File: config.mk
export PLATFORM = sky130hd
export DESIGN_NAME = url_component_parser_unit
export DESIGN_NICKNAME = d
export VERILOG_FILES = /design/src/hw/rtl/ucp_pkg.sv /design/src/hw/rtl/url_component_parser_unit.sv
export SDC_FILE = /design/constraint.sdc
export NUM_CORES = 1
export LEC_CHECK = 0
export ABC_AREA = 1
export BUFFER_PORTS_ARGS = -buffer_cell sky130_fd_sc_hd__buf_2
export CAP_MARGIN = 20
export CORE_MARGIN = 1
export CORE_UTILIZATION = 64
export CTS_BUF_LIST = sky130_fd_sc_hd__clkbuf_8
export DETAILED_ROUTE_END_ITERATION = 12
export PLACE_DENSITY = 0.84
export SYNTH_ARGS = -nofsm -noshare
export SYNTH_HDL_FRONTEND = slang
export SYNTH_SLANG_ARGS = --single-unit
File: constraint.sdc
create_clock -name clock -period 5.8 [get_ports clock]
set_clock_uncertainty 0.2 [all_clocks]
set_input_delay 0.58 -clock clock [delete_from_list [all_inputs] [get_ports clock]]
set_output_delay 0.58 -clock clock [all_outputs]
set_load 0.1 [all_outputs]
File: src/hw/rtl/ucp_pkg.sv
// types, character codes and scheme tables for the url component parser
`default_nettype none

package ucp_pkg;

   // input word: one url character
   typedef struct packed {
      logic [7:0] url_byte;
      logic       last_byte;
   } ucp_req_type;

   // result word: one per url
   typedef struct packed {
      logic [1:0]  status;
      logic [12:0] scheme_len;
      logic [12:0] user_len;
      logic [12:0] host_start;
      logic [12:0] host_len;
      logic [12:0] port_len;
      logic [12:0] path_start;
      logic [12:0] path_len;
      logic [12:0] args_len;
      logic [12:0] fragment_len;
      logic [15:0] port_number;
   } ucp_rsp_type;

   // parse phase
   typedef enum logic [2:0] {
      PH_SCHEME = 3'd0,
      PH_AUTH   = 3'd1,
      PH_PATH   = 3'd2,
      PH_ARGS   = 3'd3,
      PH_FRAG   = 3'd4
   } ucp_phase_type;

   // status codes
   localparam logic [1:0] ST_OK   = 2'd0;
   localparam logic [1:0] ST_BAD  = 2'd1;
   localparam logic [1:0] ST_LONG = 2'd2;

   // separator characters
   localparam logic [7:0] CH_COLON = 8'h3A;
   localparam logic [7:0] CH_SLASH = 8'h2F;
   localparam logic [7:0] CH_AT    = 8'h40;
   localparam logic [7:0] CH_QUEST = 8'h3F;
   localparam logic [7:0] CH_HASH  = 8'h23;
   localparam logic [7:0] CH_ZERO  = 8'h30;
   localparam logic [7:0] CH_NINE  = 8'h39;

   // port limits
   localparam logic [16:0] PORT_MAX = 17'd65535;
   localparam logic [16:0] PORT_SAT = 17'd65536;

   // known schemes: http, https, rtmp
   localparam int NUM_NAMES = 3;
   localparam logic [7:0] NAME_TEXT [3][5] = '{
      '{8'h68, 8'h74, 8'h74, 8'h70, 8'h00},
      '{8'h68, 8'h74, 8'h74, 8'h70, 8'h73},
      '{8'h72, 8'h74, 8'h6D, 8'h70, 8'h00}
   };
   localparam logic [2:0]  NAME_LEN  [3] = '{3'd4, 3'd5, 3'd4};
   localparam logic [15:0] NAME_PORT [3] = '{16'd80, 16'd443, 16'd1935};

   // does character c at small offset p keep scheme k alive
   function automatic logic name_char_ok(input logic [1:0] k, input logic [7:0] c,
                                         input logic [2:0] p);
      logic ok;
      ok = 1'b1;
      if (p < NAME_LEN[k]) begin
         ok = (c == NAME_TEXT[k][p]);
      end else if (p == NAME_LEN[k]) begin
         ok = (c == CH_COLON);
      end
      return ok;
   endfunction

endpackage

`default_nettype wire

File: src/hw/rtl/url_component_parser_unit.sv
// url component parser: splits a byte stream url into its parts, one result per url
//
//   channel | direction | word               | handshake
//   req_    | in        | url_byte,last_byte | req_valid / req_stall
//   rsp_    | out       | status,lengths,port| rsp_valid / rsp_stall
//
// one character per clock while no final character is held by a stall; a word goes input register ->
// parse logic -> result register, so a result is held in both registers in turn after its last character is taken.
// the parse state updates in the same cycle the character leaves the input register.
// a non-final character never waits on rsp_stall; a final one waits only while the
// result register holds an untaken word.
// reset is synchronous, active high, and clears the parse state and both valid flags.
`default_nettype none

module url_component_parser_unit #(
   parameter int MAX_LEN = 4096
) (
   input  wire                       clock,
   input  wire                       reset,
   input  wire                       req_valid,
   output logic                      req_stall,
   input  wire ucp_pkg::ucp_req_type req_word,
   output logic                      rsp_valid,
   input  wire                       rsp_stall,
   output ucp_pkg::ucp_rsp_type      rsp_word
);

   localparam int PW = $clog2(MAX_LEN + 1);

   // input register
   logic                 req_valid_ff;
   ucp_pkg::ucp_req_type req_word_ff;

   // result register
   logic                 rsp_valid_ff;
   ucp_pkg::ucp_rsp_type rsp_word_ff;
   ucp_pkg::ucp_rsp_type rsp_word_in;

   // parse state
   ucp_pkg::ucp_phase_type phase_ff, phase_in;
   logic [1:0]    sep_ff, sep_in;
   logic [PW-1:0] pos_ff, pos_in;
   logic [PW-1:0] mk_scheme_ff, mk_scheme_in;
   logic [PW-1:0] mk_auth_ff, mk_auth_in;
   logic [PW-1:0] mk_at_ff, mk_at_in;
   logic [PW-1:0] mk_colon_ff, mk_colon_in;
   logic [PW-1:0] mk_slash_ff, mk_slash_in;
   logic [PW-1:0] mk_quest_ff, mk_quest_in;
   logic [PW-1:0] mk_hash_ff, mk_hash_in;
   logic          at_seen_ff, at_seen_in;
   logic          colon_seen_ff, colon_seen_in;
   logic          too_long_ff, too_long_in;
   logic [16:0]   port_acc_ff, port_acc_in;
   logic          port_bad_ff, port_bad_in;
   logic [2:0]    name_match_ff, name_match_in;

   logic          out_free;
   logic          advance;
   logic [7:0]    ch;
   logic [19:0]   acc_wide;

   // handshake
   assign ch        = req_word_ff.url_byte;
   assign out_free  = !rsp_valid_ff || !rsp_stall;
   assign advance   = req_valid_ff && (!req_word_ff.last_byte || out_free);
   assign req_stall = req_valid_ff && !advance;
   assign rsp_valid = rsp_valid_ff;
   assign rsp_word  = rsp_word_ff;

   // decimal port digit step
   assign acc_wide = ({3'b000, port_acc_ff} << 3) + ({3'b000, port_acc_ff} << 1)
                   + 20'(ch - ucp_pkg::CH_ZERO);

   // next parse state for the character in the input register
   always_comb begin
      phase_in      = phase_ff;
      sep_in        = sep_ff;
      pos_in        = pos_ff;
      mk_scheme_in  = mk_scheme_ff;
      mk_auth_in    = mk_auth_ff;
      mk_at_in      = mk_at_ff;
      mk_colon_in   = mk_colon_ff;
      mk_slash_in   = mk_slash_ff;
      mk_quest_in   = mk_quest_ff;
      mk_hash_in    = mk_hash_ff;
      at_seen_in    = at_seen_ff;
      colon_seen_in = colon_seen_ff;
      too_long_in   = too_long_ff;
      port_acc_in   = port_acc_ff;
      port_bad_in   = port_bad_ff;
      name_match_in = name_match_ff;
      if (pos_ff >= PW'(MAX_LEN)) begin
         too_long_in = 1'b1;
      end else begin
         pos_in = pos_ff + PW'(1);
         case (phase_ff)
            ucp_pkg::PH_SCHEME: begin
               // known scheme names, checked over the first few characters
               if (pos_ff < PW'(8)) begin
                  for (int k = 0; k < ucp_pkg::NUM_NAMES; k++) begin
                     if (!ucp_pkg::name_char_ok(2'(k), ch, pos_ff[2:0])) begin
                        name_match_in[k] = 1'b0;
                     end
                  end
               end
               // look for "://"
               if (sep_ff == 2'd2 && ch == ucp_pkg::CH_SLASH) begin
                  mk_scheme_in = pos_ff - PW'(2);
                  mk_auth_in   = pos_ff + PW'(1);
                  for (int k = 0; k < ucp_pkg::NUM_NAMES; k++) begin
                     if (PW'(ucp_pkg::NAME_LEN[k]) != pos_ff - PW'(2)) begin
                        name_match_in[k] = 1'b0;
                     end
                  end
                  sep_in   = 2'd0;
                  phase_in = ucp_pkg::PH_AUTH;
               end else if (sep_ff == 2'd1 && ch == ucp_pkg::CH_SLASH) begin
                  sep_in = 2'd2;
               end else begin
                  sep_in = (ch == ucp_pkg::CH_COLON) ? 2'd1 : 2'd0;
               end
            end
            ucp_pkg::PH_AUTH: begin
               if (ch == ucp_pkg::CH_SLASH) begin
                  mk_slash_in = pos_ff;
                  phase_in    = ucp_pkg::PH_PATH;
               end else if (ch == ucp_pkg::CH_AT && !at_seen_ff) begin
                  at_seen_in    = 1'b1;
                  colon_seen_in = 1'b0;
                  mk_at_in      = pos_ff;
                  port_acc_in   = '0;
                  port_bad_in   = 1'b0;
               end else if (ch == ucp_pkg::CH_COLON && !colon_seen_ff) begin
                  colon_seen_in = 1'b1;
                  mk_colon_in   = pos_ff;
                  port_acc_in   = '0;
                  port_bad_in   = 1'b0;
               end else if (colon_seen_ff) begin
                  // port digits, saturating just above the largest port
                  if (ch >= ucp_pkg::CH_ZERO && ch <= ucp_pkg::CH_NINE) begin
                     port_acc_in = (acc_wide > 20'(ucp_pkg::PORT_SAT)) ?
                                   ucp_pkg::PORT_SAT : acc_wide[16:0];
                  end else begin
                     port_bad_in = 1'b1;
                  end
               end
            end
            ucp_pkg::PH_PATH: begin
               if (ch == ucp_pkg::CH_QUEST) begin
                  mk_quest_in = pos_ff;
                  phase_in    = ucp_pkg::PH_ARGS;
               end
            end
            ucp_pkg::PH_ARGS: begin
               if (ch == ucp_pkg::CH_HASH) begin
                  mk_hash_in = pos_ff;
                  phase_in   = ucp_pkg::PH_FRAG;
               end
            end
            default: begin
               phase_in = phase_ff;
            end
         endcase
      end
   end

   // result word from the updated state
   logic [PW-1:0] host, auth_end, port_beg, path_beg, args_beg, frag_beg, port_len_w;
   logic          in_path, path_there, bad;

   always_comb begin
      rsp_word_in = '0;
      in_path     = phase_in inside {ucp_pkg::PH_PATH, ucp_pkg::PH_ARGS, ucp_pkg::PH_FRAG};
      auth_end    = in_path ? mk_slash_in : pos_in;
      host        = at_seen_in ? mk_at_in + PW'(1) : mk_auth_in;
      port_beg    = mk_colon_in + PW'(1);
      path_beg    = mk_slash_in + PW'(1);
      args_beg    = mk_quest_in + PW'(1);
      frag_beg    = mk_hash_in + PW'(1);
      path_there  = in_path && (path_beg < pos_in);
      port_len_w  = colon_seen_in ? auth_end - port_beg : '0;
      bad = (phase_in == ucp_pkg::PH_SCHEME)
         || (mk_auth_in >= pos_in)
         || (at_seen_in && (mk_at_in == mk_auth_in || host == auth_end))
         || (colon_seen_in && port_beg == auth_end)
         || (path_there && (phase_in == ucp_pkg::PH_ARGS || phase_in == ucp_pkg::PH_FRAG)
             && args_beg == pos_in)
         || (path_there && phase_in == ucp_pkg::PH_FRAG && frag_beg == pos_in);
      if (too_long_in) begin
         rsp_word_in.status = ucp_pkg::ST_LONG;
      end else if (bad) begin
         rsp_word_in.status = ucp_pkg::ST_BAD;
      end else begin
         rsp_word_in.status     = ucp_pkg::ST_OK;
         rsp_word_in.scheme_len = 13'(mk_scheme_in);
         rsp_word_in.user_len   = at_seen_in ? 13'(mk_at_in - mk_auth_in) : 13'd0;
         rsp_word_in.host_start = 13'(host);
         rsp_word_in.host_len   = colon_seen_in ? 13'(mk_colon_in - host)
                                                : 13'(auth_end - host);
         rsp_word_in.port_len   = 13'(port_len_w);
         // path, args and fragment
         if (path_there) begin
            rsp_word_in.path_start = 13'(path_beg);
            case (phase_in)
               ucp_pkg::PH_PATH: begin
                  rsp_word_in.path_len = 13'(pos_in - path_beg);
               end
               ucp_pkg::PH_ARGS: begin
                  rsp_word_in.path_len = 13'(mk_quest_in - path_beg);
                  rsp_word_in.args_len = 13'(pos_in - args_beg);
               end
               default: begin
                  rsp_word_in.path_len     = 13'(mk_quest_in - path_beg);
                  rsp_word_in.args_len     = 13'(mk_hash_in - args_beg);
                  rsp_word_in.fragment_len = 13'(pos_in - frag_beg);
               end
            endcase
         end
         // explicit port, else scheme default
         if (port_len_w != '0) begin
            if (!port_bad_in && port_acc_in != '0 && port_acc_in <= ucp_pkg::PORT_MAX) begin
               rsp_word_in.port_number = port_acc_in[15:0];
            end
         end else if (name_match_in[0]) begin
            rsp_word_in.port_number = ucp_pkg::NAME_PORT[0];
         end else if (name_match_in[1]) begin
            rsp_word_in.port_number = ucp_pkg::NAME_PORT[1];
         end else if (name_match_in[2]) begin
            rsp_word_in.port_number = ucp_pkg::NAME_PORT[2];
         end
      end
   end

   // input register
   always_ff @(posedge clock) begin
      if (reset) begin
         req_valid_ff <= 1'b0;
      end else if (!req_stall) begin
         req_valid_ff <= req_valid;
      end
      if (!req_stall && req_valid) begin
         req_word_ff <= req_word;
      end
   end

   // result register
   always_ff @(posedge clock) begin
      if (reset) begin
         rsp_valid_ff <= 1'b0;
      end else if (advance && req_word_ff.last_byte) begin
         rsp_valid_ff <= 1'b1;
      end else if (!rsp_stall) begin
         rsp_valid_ff <= 1'b0;
      end
      if (advance && req_word_ff.last_byte) begin
         rsp_word_ff <= rsp_word_in;
      end
   end

   // parse state, cleared after each url
   always_ff @(posedge clock) begin
      if (reset || (advance && req_word_ff.last_byte)) begin
         phase_ff      <= ucp_pkg::PH_SCHEME;
         sep_ff        <= '0;
         pos_ff        <= '0;
         mk_scheme_ff  <= '0;
         mk_auth_ff    <= '0;
         mk_at_ff      <= '0;
         mk_colon_ff   <= '0;
         mk_slash_ff   <= '0;
         mk_quest_ff   <= '0;
         mk_hash_ff    <= '0;
         at_seen_ff    <= 1'b0;
         colon_seen_ff <= 1'b0;
         too_long_ff   <= 1'b0;
         port_acc_ff   <= '0;
         port_bad_ff   <= 1'b0;
         name_match_ff <= '1;
      end else if (advance) begin
         phase_ff      <= phase_in;
         sep_ff        <= sep_in;
         pos_ff        <= pos_in;
         mk_scheme_ff  <= mk_scheme_in;
         mk_auth_ff    <= mk_auth_in;
         mk_at_ff      <= mk_at_in;
         mk_colon_ff   <= mk_colon_in;
         mk_slash_ff   <= mk_slash_in;
         mk_quest_ff   <= mk_quest_in;
         mk_hash_ff    <= mk_hash_in;
         at_seen_ff    <= at_seen_in;
         colon_seen_ff <= colon_seen_in;
         too_long_ff   <= too_long_in;
         port_acc_ff   <= port_acc_in;
         port_bad_ff   <= port_bad_in;
         name_match_ff <= name_match_in;
      end
   end

endmodule

`default_nettype wire
Word-level counts from Yosys, hierarchy flattened

Memories as Yosys holds them, arrays and structs flattened.
Index checks and enable logic that the tools add are counted.

Flip-flop bits (word level): 279
Bits in read-only memories: 192
Bits of input ports: 13
Output and inout bits: 137
Logic and storage cells: 243
Memories kept: 3

Add/subtract/negate cells: 19
Order comparisons: 11
Equality and inequality tests: 26
Muxes and demuxes: 103
Bitwise gates (word level): 4
Reduce and logical (&&, ||, !) cells: 46

Memories:

| memory          | depth | bits a word | read ports | clocked after Yosys merged registers in | wr ports | RTL line      | text |
|---|---|---|---|---|---|---|---|
| (no name shown) | 8     | 8           | 1          | 0                                       | 0        | ucp_pkg.sv:70 | `ok = (c == NAME_TEXT[k][p]);` |
| (no name shown) | 8     | 8           | 1          | 0                                       | 0        | ucp_pkg.sv:70 |  |
| (no name shown) | 8     | 8           | 1          | 0                                       | 0        | ucp_pkg.sv:70 |  |

Operator list:

| cell                  | number |
|---|---|
| $mux 13               | 30 |
| $mux 17               | 8 |
| $sub 13x13->13        | 9 |
| $add 13x1->13 const B | 6 |
| $eq 13x13->1          | 5 |
| $mux 16               | 4 |
| $mux 8                | 6 |
| $mux 1                | 41 |
| $eq 8x6->1 const B    | 4 |
| $mux 3                | 9 |
| $ne 3x13->1 const A   | 2 |
| $pmux 13 s2           | 1 |
| $eq 8x8->1            | 3 |
| $add 20x18->20        | 1 |
| $add 20x20->20        | 1 |
| $gt 20x17->1 const B  | 1 |
| $logic_and 1x1->1     | 18 |
| $le 17x16->1 const B  | 1 |
| $reduce_bool 17->1    | 1 |
| $ge 13x13->1          | 1 |
| $ge 13x13->1 const B  | 1 |
| $lt 13x13->1          | 1 |
| $lt 13x4->1 const B   | 1 |
| $reduce_bool 13->1    | 1 |
| other kinds (26)      | 53 |

Depth between registers and ports, before layout

Depth after elaboration: 19
Depth in mapped cells: 34
Depth with buffers taken out: 33

Worst setup path after synthesis

OpenSTA, ideal clock, no wires.

Kind: reg2reg
Start: register req_word_ff, in the netlist ch[4]
End: register rsp_word_ff, in the netlist rsp_word[4], data pin
Library setup time: 140 ps
Data arrival time: 4912 ps
Data required time: 5460 ps
Setup slack: 547 ps
Cell stages (with the launch flop): 27
Buffers on the path: 2
Clock period less this slack: 5253 ps
Path through: edfxtp_1 -> ha_1 -> nor3_1 -> fa_1 -> ha_1 -> nand2_1 -> inv_1 -> nand2_1 -> o21ai_0 -> nand2_1 -> nand2_1 -> nand2_1 -> nand2_1 -> nand3_1 -> nor2_1 -> buf_2 -> nand3_1 -> o21ai_0 -> nand2_1 -> nand2_1 -> nor2_1 -> nand2_1 -> nor2_1 -> nand2_1 -> buf_2 -> nand3_1 -> a21oi_2

Word-level cells in the longest chain between the ends: 16
Elaborated cells between the ends (all ways): 131
Those cells by class: add/sub (8); order compare (6); eq/ne (15); mux (76); reduce/logical (26)

RTL lines:

| item                                                    | RTL line                         | text |
|---|---|---|
| start: declaration                                      | url_component_parser_unit.sv:32  | `ucp_pkg::ucp_req_type req_word_ff;` |
| start signal: assignment                                | url_component_parser_unit.sv:242 | `req_word_ff <= req_word;` |
| branches (longest 16 deep; another with $add 20x20->20) | --                               |  |
| end signal: assignment                                  | url_component_parser_unit.sv:256 | `rsp_word_ff <= rsp_word_in;` |
| end: declaration                                        | url_component_parser_unit.sv:36  | `ucp_pkg::ucp_rsp_type rsp_word_ff;` |

Parallel ways; which one is timed is not known. The select of a mux whose other input is x is not followed.
A chain may end at the register's enable or synchronous reset.

Worst setup path after layout

Start: register pos_ff[2]
End: register rsp_word_ff, in the netlist rsp_word[14], data pin

Elaborated cells between the ends (all ways): 96
Those cells by class: add/sub (8); order compare (6); eq/ne (11); mux (47); bitwise (1); reduce/logical (22); memory (1)

RTL lines:

| item                                                   | RTL line                                                         | text |
|---|---|---|
| start: declaration                                     | url_component_parser_unit.sv:42                                  | `logic [PW-1:0] pos_ff, pos_in;` |
| start signal: assignment                               | url_component_parser_unit.sv:282                                 | `pos_ff <= pos_in;` |
| $add 13x1->13 or $ge 13x13->1 (tied branches)          | url_component_parser_unit.sv:95, url_component_parser_unit.sv:92 |  |
| $mux 13 *                                              | url_component_parser_unit.sv:92                                  | `if (pos_ff >= PW'(MAX_LEN)) begin` |
| named net pos_in[2]                                    | url_component_parser_unit.sv:42                                  |  |
| branches (longest 9 deep; another with $sub 13x13->13) | --                                                               |  |

Mark *: on every way through the listed nets, which the timed path passes. The select of a mux whose other input is x is not followed.

==> results.sh <==
export IMPL_row_count=66
export IMPL_p_leak_nw=11.3
export IMPL_grt_max_degree=94
export IMPL_cp_cell_sequence="inv_1 -> nand2_1 -> a21oi_1 -> a21oi_1 -> inv_1 -> o21ai_2 -> ha_1 -> a21oi_1 -> o21ai_0 -> a21oi_1 -> nor2_1 -> o21ai_0 -> nand2_1 -> o21ai_0 -> nand4_1 -> nor2_1 -> nand3_1 -> buf_4 -> nand2_1 -> inv_2 -> nand3_1 -> nor2_1"
export IMPL_wl_per_cell_um=18.4
export IMPL_synth_most_common_cell="nand2_1"
export IMPL_place_area_sq_um=22900
export IMPL_ir_drop_mv=0.195
export IMPL_synth_main_ff_cell="edfxtp_1"
export IMPL_pwr_share_seq=0.386
export IMPL_io_buffers=149
export IMPL_antenna_found_initial=2
export IMPL_synth_common_cells="nand2_1 (612), inv_1 (358), nor2_1 (337)"
export IMPL_critPathLaunchType="register"
export IMPL_cp_required_ps=5990
export IMPL_r2r_end="rsp_word[14]"
export IMPL_finalSetupTns_ps=0
export IMPL_final_cell_count_no_fill=3614
export IMPL_place_congestion=0.959
export IMPL_netlist_area_sq_um=21300
export IMPL_min_path_cells=5
export IMPL_cts_num_sinks=279
export IMPL_die_y_um=184
export IMPL_r2r_slack_ps=230
export IMPL_yosysSeqAreaShare=0.330
export IMPL_final_area_sq_um=24100
export IMPL_critPathMaxFanout=17
export IMPL_die_w_um=184
export IMPL_placed_cells=3508
export IMPL_hold_class="in2reg"
export IMPL_drcViolationCount=0
export IMPL_power_frac_clock=0.342
export IMPL_path_class="reg2reg"
export IMPL_vias=21200
export IMPL_overflow=0
export IMPL_yosys_register_bits=279
export IMPL_yosysWarnings=0
export IMPL_max_freq_mhz=179
export IMPL_ys_top_cells_by_area="edfxtp_1 (20%), dfxtp_1 (13%), nand2_1 (11%)"
export IMPL_grt_pass1_vias=20100
export IMPL_slowest_stage="a21oi_1"
export IMPL_nets=3328
export IMPL_pin_count=150
export IMPL_hold_ws_ps=215
export IMPL_drv_cap=0
export IMPL_r2r_start="pos_ff[2]"
export IMPL_root_buffer="clkbuf_8"
export IMPL_end_kind="register"
export IMPL_insertion_delay_ps=660
export IMPL_core_sq_um=32600
export IMPL_die_area_sq_um=34000
export IMPL_synthesis_nets=3114
export IMPL_synth_top_cell_area_share=0.203
export IMPL_path_buf_inv=4
export IMPL_p_int_mw=3.63
export IMPL_crit_family="compound AO/OA/AOI/OAI gates"
export IMPL_r2r_cells=22
export IMPL_cts_tree="yes"
export IMPL_ys_types=59
export IMPL_pwr_share_comb=0.272
export IMPL_swShare=0.359
export IMPL_setup_viol=0
export IMPL_switching_power_mw=2.03
export IMPL_drtPass1Iterations=6
export IMPL_area_growth_pct=13.5
export IMPL_drive_gt1_frac=0.140
export IMPL_cts_buffers_inserted=48
export IMPL_antenna_left=0
export IMPL_period_minus_slack_ps=5570
export IMPL_dp_hpwl_um=50400
export IMPL_crit_top_cell="a21oi_1"
export IMPL_cp_slowest_stage_delay_ps=850
export IMPL_arrival_ps=5760
export IMPL_slew_headroom=0.274
export IMPL_slew_viol_final=0
export IMPL_initial_utilization=0.652
export IMPL_dr_first_iter_drc_count=2061
export IMPL_hold_viol_final=0
export IMPL_grt_pass1_wl_um=104000
export IMPL_vias_per_cell=5.87
export IMPL_postSynthCellCount=2918
export IMPL_synth_enable_flop_cells=144
export IMPL_clockBufferDepth=3
export IMPL_fin_crit_sh=0.961
export IMPL_min_to="rsp_valid"
export IMPL_grt_usage=0.393
export IMPL_status="finished clean"
export IMPL_cts_htree_levels=2
export IMPL_synth_area_per_cell_sq_um=7.29
export IMPL_finish_utilization=0.740
export IMPL_yosysTopAreaCell="edfxtp_1"
export IMPL_tightest_slew_ps=1090
export IMPL_drt_total_wl_um=66600
export IMPL_async_flop_share=0
export IMPL_hp_start="rsp_stall"
export IMPL_path_clk_slew_ps=70
export IMPL_power_density_nw_per_um2=234
[cells in the final DEF, fill, tap and decap left out, types with 52 or more instances in the layout]
master,n
clkbuf_8,54
buf_2,149
buf_4,95
edfxtp_1,144
inv_1,371
a21oi_1,242
xor2_1,91
ha_1,157
dfxtp_1,135
nand3_1,129
nand2_1,609
o21ai_0,216
nor2_1,336
nor3_1,52
[routing by layer]
metal  share of wire  up-vias  routed length, um  track usage
li1                -    10100                  -            -
met4           0.052        4               3440        0.198
met5         0.00038        -                 25            0
met3           0.090      258               5980       0.0699
met2            0.46     1076              30900        0.652
met1            0.39     9752              26300        0.490
[stage by stage]
step	setup slack [ps]	total power, mW
2_1_floorplan	547	3.34
3_3_place_gp	-68.2	3.68
3_5_place_dp	-149	3.71
4_1_cts	29.3	5.63
5_1_grt	-16.5	5.88
6_report	228	5.66
[cell type report]
cell class | instances | area, sq um
multi-input cells | 2170 | 12500
fillers | 2526 | 8480
flip-flops and latches | 279 | 7030
repair buffers | 260 | 1670
inverters | 373 | 1410
clock buffers | 54 | 743
well taps | 442 | 553
clock inverters | 35 | 272
diodes | 1 | 2.50
[worst register-to-register path: cells and delay by family (launching register included)]
family / cells / cell delay [ps]
AO/OA/AOI/OAI: 8 / 2290
AND/OR/NAND/NOR: 9 / 1050
buffers and inverters: 4 / 990
flip-flops: 1 / 500
adder cells (fa/ha/maj): 1 / 330
[cells by family (layout without fill, tap and decap cells)]
group,after synthesis,in the layout,synth area share
adders and majority gates,183,183,0.116
and+or+nand+nor,1234,1235,0.247
buffers and inverters,470,722,0.0871
xor gates and xnor gates,128,128,0.0527
other,0,1,0
muxes,3,3,0.00141
AOI/OAI and AO/OA,621,621,0.165
DFF,279,279,0.330
[sequential cells by signal, indices dropped and copies added, names as in the netlist, 13 cells and up]
| signal | count |
|---|---|
| mk_hash_ff | 13 |
| pos_ff | 13 |
| rsp_word | 135 |
| mk_slash_ff | 13 |
| mk_auth_ff | 13 |
| mk_quest_ff | 13 |
| port_acc_ff | 17 |
| mk_scheme_ff | 13 |
| mk_colon_ff | 13 |
| mk_at_ff | 13 |
[how the worst max path moves through the flow]
stage                    from      endpoint  slack (ps)  cells after the start
floorplan               ch[4]   rsp_word[4]         550                     26
global placement        ch[4]  rsp_word[11]         -70                     27
detailed placement      ch[4]  rsp_word[14]        -150                     27
CTS                     ch[4]  rsp_word[14]          30                     28
global route            ch[4]  rsp_word[12]         -20                     33
finish              pos_ff[2]  rsp_word[14]         230                     22
[what timing repair did]
item                                    4_1_cts  5_1_grt
setup buffers                                 0        4
pin swaps                                     0        3
resized for setup                             1       29
endpoints found under the hold margin        10        0
gates cloned                                  0        1
hold buffers                                 11        0
endpoints found under the setup margin       16      134
[power by group through the flow]
stage          clock network [mW]  registers [mW]  logic [mW]
3_5_place_dp                    0            2.22        1.49
4_1_cts                      1.94            2.18        1.50
6_report                     1.93            2.18        1.54
5_1_grt                      2.02            2.19        1.68
3_3_place_gp                    0            2.22        1.46
2_1_floorplan                   0            2.43       0.908
(Power assumes the default switching activity.)
